[config.mk]
export PLATFORM = sky130hd
export DESIGN_NAME = tmeu_ram
export DESIGN_NICKNAME = d
export VERILOG_FILES = /design/src/assert_macros.svh /design/src/tmeu_ram.sv
export SDC_FILE = /design/constraint.sdc
export NUM_CORES = 2
export LEC_CHECK = 0
export BUFFER_PORTS_ARGS = -buffer_cell sky130_fd_sc_hd__buf_2
export CELL_PAD_IN_SITES_DETAIL_PLACEMENT = 2
export CELL_PAD_IN_SITES_GLOBAL_PLACEMENT = 2
export CORE_ASPECT_RATIO = 0.75
export CORE_UTILIZATION = 55
export CTS_CLUSTER_SIZE = 14
export DETAILED_ROUTE_END_ITERATION = 7
export PLACE_DENSITY_LB_ADDON = 0.1
export SYNTH_ARGS = -nofsm -noshare
export SYNTH_HDL_FRONTEND = slang
export SYNTH_SLANG_ARGS = --single-unit
[constraint.sdc]
create_clock -name clock -period 3.18 [get_ports clock]
set_clock_uncertainty 0.05 [all_clocks]
set_input_delay 0 -clock clock [delete_from_list [all_inputs] [get_ports clock]]
set_output_delay 0 -clock clock [all_outputs]
set_load 0.005 [all_outputs]
[src/assert_macros.svh]
// Assertion macros shared by the execute unit RTL.
// Depends on nothing; included by the files that carry assertions.
`ifndef ASSERT_MACROS_SVH
`define ASSERT_MACROS_SVH

// A property that must hold at every rising edge outside reset.
`define TMEU_ASSERT(label, clk, rst, prop, msg) \
   label: assert property (@(posedge clk) disable iff (rst) (prop)) \
      else $error(msg);

// When the condition holds, the property must hold in the next cycle.
`define TMEU_ASSERT_NEXT(label, clk, rst, cond, prop, msg) \
   label: assert property (@(posedge clk) disable iff (rst) (cond) |=> (prop)) \
      else $error(msg);

`endif

[src/tmeu_ram.sv]
// Generic single-port-write, single-port-read RAM with a registered read.
// Depends on nothing. A read of the entry written in the same cycle returns the old data.
`default_nettype none

module tmeu_ram #(
   parameter int WIDTH = 8,
   parameter int DEPTH = 256
) (
   input  wire logic                     clock,
   input  wire logic                     wr_en,
   input  wire logic [$clog2(DEPTH)-1:0] wr_addr,
   input  wire logic [WIDTH-1:0]         wr_data,
   input  wire logic                     rd_en,
   input  wire logic [$clog2(DEPTH)-1:0] rd_addr,
   output logic      [WIDTH-1:0]         rd_data
);

   logic [WIDTH-1:0] mem_ff [DEPTH];
   logic [WIDTH-1:0] rd_data_ff;

   always_ff @(posedge clock) begin
      if (wr_en) begin
         mem_ff[wr_addr] <= wr_data;
      end
      if (rd_en) begin
         rd_data_ff <= mem_ff[rd_addr];
      end
   end

   assign rd_data = rd_data_ff;

endmodule

`default_nettype wire

==> qor.log, run 1 <==
[synthesis] yosys warns 0
[floorplanning] Die X-Extent 441.4 um
[synthesis] sequential fraction of the synthesis area 0.7753
[synthesis] adder and majority gate portion of the synthesized area 0
[synthesis] post-synthesis cell type count 54
[floorplanning] Die H 331.5 um
[synthesis] main combinational cell family by area after synthesis multiplexers
[placed_design] detailed-placement wirelength estimate 185400 um
[synthesis] number of enable flip-flop cells after synthesis 2056
[synthesis] multiplexer share of the synthesized area 0.1460
[floorplanning] IO Count 35
[floorplanning] initial core utilization 0.5560
[status] stage where the flow stopped detailed placement (3_5_place_dp)
[synthesis] Avg Cell Area, Syn 21.33 um^2
[synthesis] Synth Area in Compound Gates 0.03416
[synthesis] Net Count, Synth 3760
[synthesis] post-synthesis sequential element count 2056
[synthesis] post-synthesis cell count 3733
[status] Error [ERROR DPL-0033] detailed placement checks failed during check placement.
[synthesis] area fraction in and, or, nand and nor cells after synthesis 0.02625
[floorplanning] number of placement rows 120
[synthesis] post-synthesis share of cell area spent on xor and xnor gates 0
[synthesis] FFs w/ async S/R, synth 0
[placed_design] routability congestion estimate from global placement 0.8540
[status] run status aborted with a tool error
[synthesis] Main synth FF type sky130_fd_sc_hd__edfxtp_1
[synthesis] mapped cell area 79640 um^2
[placed_design] number of port buffers 34
per-stage QoR:
stage / area, um^2 / setup WS, ns / std cells
after floorplan: 79640 / 1.054 / 3733
after global placement: 84480 / -0.7986 / 5850
synth_stat cells, drive strengths merged (4+ instances only):
| cell | number | area (um^2) |
|---|---|---|
| nor2 | 282 | 1059 |
| a211oi | 16 | 120.1 |
| clkbuf | 111 | 416.7 |
| mux2i | 134 | 1341 |
| a22o | 8 | 70.07 |
| a22oi | 133 | 998.5 |
| buf | 122 | 1032 |
| o221ai | 47 | 417.9 |
| a21oi | 96 | 480.5 |
| nand2 | 33 | 123.9 |
| o21ai | 12 | 60.06 |
| nand3 | 34 | 170.2 |
| a2111oi | 5 | 52.55 |
| nand4 | 10 | 62.56 |
| a221oi | 14 | 128.9 |
| nor3 | 22 | 110.1 |
| o32ai | 5 | 51.30 |
| edfxtp | 2056 | 61740 |
| o22ai | 28 | 175.2 |
| nor4 | 27 | 187.7 |
| and2 | 6 | 37.54 |
| nand2b | 8 | 50.05 |
| or2 | 4 | 25.02 |
| mux4 | 456 | 10280 |
| nor2b | 31 | 193.9 |
| o22a | 5 | 43.79 |
| o211ai | 10 | 75.07 |
cell families after synthesis:
| kind of cell | Yosys count |
|---|---|
| and+or+nand+nor | 466 |
| muxes | 591 |
| DFF | 2056 |
| buffers and inverters | 235 |
| AOI/OAI and AO/OA | 385 |
==> run 2: changes to the inputs <==
Settings changed: CELL_PAD_IN_SITES_DETAIL_PLACEMENT 2 to default, CELL_PAD_IN_SITES_GLOBAL_PLACEMENT 2 to default, CORE_ASPECT_RATIO 0.75 to default, CORE_UTILIZATION 55 to 40, CTS_CLUSTER_SIZE 14 to default, PLACE_DENSITY_LB_ADDON 0.1 to 0.15.
==> qor.log, run 2 <==
[floorplanning] Die H 448.2 um [was 331.5 um]
[critical_path] worst reg2reg endpoint rd_data[6]$_DFFE_PP_
[synthesis] leading area contributor after synthesis sky130_fd_sc_hd__edfxtp_1 [unchanged]
[finish] fraction of final layout cells sized beyond drive strength 1 0.2938
[synthesis] number of enable flip-flop cells after synthesis 2056 [unchanged]
[critical_path] endpoint class of the critical path flip-flop
[clock_network] clock sink total 2056
[timing] Worst Tran Pin Value 1.484 ns
[finish] most common library cell in the layout ignoring fill and taps sky130_fd_sc_hd__edfxtp_1
[floorplanning] initial core utilization 0.4030 [was 0.5560]
[power] maximum vdd drop 433.3 uV
[clock_network] cell at the root of the clock tree sky130_fd_sc_hd__clkbuf_16
[critical_path] critical-path cell with the highest stage delay sky130_fd_sc_hd__nor4_1
[placed_design] routability congestion estimate from global placement 0.8328 [was 0.8540]
[status] violated checks capacitance limit
[synthesis] Main synth FF type sky130_fd_sc_hd__edfxtp_1 [unchanged]
[critical_path] WP depth 5
[timing] Setup Viol. Count Final 0
[critical_path] number of cells on the worst reg-to-reg path 5
[clock_network] Clk Latency, worst-skew pair 0.85 ns
[timing] minimum period implied by the final worst setup slack 3.108 ns
[finish] Largest register FFs 2048
[finish] commonest cells after routing, fill and taps aside sky130_fd_sc_hd__edfxtp_1 (2056), sky130_fd_sc_hd__buf_4 (458), sky130_fd_sc_hd__mux4_2 (454), sky130_fd_sc_hd__nor2_1 (279), sky130_fd_sc_hd__clkbuf_16 (210)
[power] leakage power of the design 0.02943 uW
[global_route] pin count of the biggest net entering global routing 125
[critical_path] slowest stage delay, CP 1.26 ns
[synthesis] Avg Cell Area, Syn 21.33 um^2 [unchanged]
[detailed_routing] remaining antenna violation count after routing 0
[detailed_routing] number of detailed-route iterations in the first pass 7
[synthesis] Net Count, Synth 3760 [unchanged]
[power] P per Cell Area 604.9 nW/um^2
[synthesis] most numerous cell types in the synthesized netlist sky130_fd_sc_hd__edfxtp_1 (2056), sky130_fd_sc_hd__mux4_2 (454), sky130_fd_sc_hd__nor2_1 (282), sky130_fd_sc_hd__mux2i_1 (134), sky130_fd_sc_hd__a22oi_1 (133) [unchanged]
[finish] net count of the finished layout 4293
[detailed_routing] via count normalized by instance count 5.635
[placed_design] number of port buffers 34 [unchanged]
[critical_path] setup slack on the worst flop-to-flop path 0.07 ns
[hold_path] endpoint of the worst hold-timing path rd_data[6]$_DFFE_PP_
[synthesis] share of the synthesized area in the top cell type 0.7753 [unchanged]
[timing] worst rel slew slack 0.001238
[detailed_routing] Detailed Route Iter0 Violations 4485
[critical_path] signal arrival time at the worst endpoint 3.60 ns
[floorplanning] Die Footprint 200900 um^2
[global_route] initial antenna violation count 6
[clock_network] level count of the clock H-tree 4
[synthesis] FFs w/ async S/R, synth 0 [unchanged]
[detailed_routing] total wirelength of the detailed-routed design 214200 um
[critical_path] worst setup path class reg -> reg
[global_route] wire length of the first global-routing pass 304400 um
[flow_run] max cap viols 1
[synthesis] post-synthesis sequential element count 2056 [unchanged]
[clock_network] number of buffers between clock root and the deepest sink 3
[timing] setup repair after global routing missed its margin false
[power] total chip power 56130 uW
[floorplanning] Die X-Extent 448.2 um [was 441.4 um]
[critical_path] total buffers and inverters traversed by the critical path 0
[timing] Pins Over Slew Limit 0
[timing] total negative setup slack 0 ns
[critical_path] required arrival time at the worst endpoint 3.68 ns
[timing] Hold Violations, Final 0
[synthesis] count leader, synth sky130_fd_sc_hd__edfxtp_1 [unchanged]
[placed_design] detailed-placement wirelength estimate 136000 um [was 185400 um]
[hold_path] critical hold path startpoint rd_addr[4]
[placed_design] worst setup slack before clock tree synthesis -0.4682 ns
[critical_path] CP delay by family, top simple AND/OR/NAND/NOR gates
[hold_path] number of cells traversed by the worst hold path 4
[synthesis] synth top area cells sky130_fd_sc_hd__edfxtp_1 (78%), sky130_fd_sc_hd__mux4_2 (13%), sky130_fd_sc_hd__mux2i_1 (1.7%), sky130_fd_sc_hd__nor2_1 (1.3%), sky130_fd_sc_hd__a22oi_1 (1.3%) [unchanged]
[detailed_routing] residual DRC count 0
[critical_path] reg2reg start mem_ff[211][6]$_DFFE_PP_
[finish] Biggest register mem_ff
[clock_network] TritonCTS Buffers 206
[timing] highest clock rate 321.7 MHz
[clock_network] TritonCTS clock tree yes
[clock_network] Reg clk slew, reported paths 0.06 ns
[global_route] total congestion overflow 0
[hold_path] path type of the worst min-delay path in -> reg
[critical_path] crit path launch type flip-flop
[synthesis] sequential fraction of the synthesis area 0.7753 [unchanged]
[global_route] aggregate global-route resource usage 0.2142
[detailed_routing] drt wl/cell 30.32 um
[global_route] number of global-route vias before repair 40420
[synthesis] yosys warns 0 [unchanged]
[critical_path] highest net fanout along the worst path 1
[floorplanning] CORE AREA 197600 um^2
[timing] final clock period utilization by the worst path 0.9774
[critical_path] series of cell instances along the critical path mux4_2 > a22oi_1 > a21oi_1 > nor4_1 > nor4_2
[synthesis] post-synthesis cell count 3733 [unchanged]
[synthesis] post-synthesis cell type count 54 [unchanged]
[status] run status complete, but fails checks [was aborted with a tool error]
[floorplanning] IO Count 35 [unchanged]
[synthesis] mapped cell area 79640 um^2 [unchanged]
[detailed_routing] via count 39810
[finish] relative area change from synthesis to final layout 16.52%
[floorplanning] number of placement rows 163 [was 120]
[timing] Worst Setup Slack, final 0.07173 ns
## run 2: cell counts after synthesis
No cell type changed its count.
## run 2: per-stage QoR
| stage | hold slack, ns | cells | area [um^2] | util |
|---|---|---|---|---|
| floorplan | 0.04887 | 3733 | 79640 | - |
| global placement | 0.3934 | 6676 | 86210 | 0.4362 |
| detailed placement | 0.3855 | 6676 | 86230 | 0.4363 |
| CTS | 0.03508 | 7062 | 92780 | 0.4695 |
| global route | 0.09425 | 7062 | 92790 | 0.4695 |
| finish | 0.1144 | 7065 | 92790 | 0.4696 |
## run 2: cell type report
cell class,count,area [um^2]
flip-flops and latches,2056,61740
diodes,3,7.507
clock buffers,256,5428
repair buffers,558,4840
fillers,16560,104800
clock inverters,108,902.1
inverters,2,7.507
well taps,2640,3303
multi-input cells,1442,16570
## run 2: power by group
| group | switching [uW] | leakage [uW] | internal, uW | total [uW] |
|---|---|---|---|---|
| clock network | 10200 | 0.00310 | 13000 | 23200 |
| registers | 44.0 | 0.0185 | 29900 | 29900 |
| logic | 1880 | 0.00784 | 1100 | 2980 |
## run 2: what timing repair did
item                       4_1_cts  5_1_grt
setup endpoints to repair        1        1
pin swaps                        0        0
resized for setup                1        1
buffers inserted                 0        0
hold buffers                    22        0
hold endpoints to repair      2416        0
## run 2: worst max path at each step
stage | start | to | slack, ns
6_report | mem_ff[211][6]$_DFFE_PP_ | rd_data[6]$_DFFE_PP_ | 0.07
5_1_grt | mem_ff[211][6]$_DFFE_PP_ | rd_data[6]$_DFFE_PP_ | 0.06
4_1_cts | mem_ff[83][3]$_DFFE_PP_ | rd_data[3]$_DFFE_PP_ | 0.01
3_5_place_dp | rd_addr[1] | rd_data[6]$_DFFE_PP_ | -0.47
3_3_place_gp | rd_addr[0] | rd_data[0]$_DFFE_PP_ | -0.65
2_1_floorplan | rd_addr[0] | rd_data[2]$_DFFE_PP_ | 1.05
## run 2: kinds of logic (layout without fill, tap and decap cells)
| logic type | count (synthesis) | after routing | synth area share |
|---|---|---|---|
| flip-flops | 2056 | 2056 | 0.7753 |
| multiplexers | 591 | 591 | 0.1460 |
| AND/OR/NAND/NOR | 466 | 466 | 0.02625 |
| AO/OA/AOI/OAI | 385 | 385 | 0.03416 |
| other | 0 | 3 | 0 |
| buffers and inverters | 235 | 924 | 0.01829 |
## run 2: tightest hold or removal path, delay by kind of cell
family | cells | cell delay (ns)
buffers and inverters | 2 | 0.47
AND/OR/NAND/NOR | 1 | 0.03
AO/OA/AOI/OAI | 1 | 0.31
## run 2: routing by layer
| metal | vias to the layer above | global-route usage | wire [um] |
|---|---|---|---|
| li1 | 16760 | - | - |
| met1 | 21570 | 0.3125 | 95390 |
| met2 | 1214 | 0.3400 | 102600 |
| met3 | 262 | 0.03442 | 12270 |
| met4 | 2 | 0.04594 | 3894 |
| met5 | - | 0 | 19 |
Note: power is estimated with default switching activity, not from simulation.
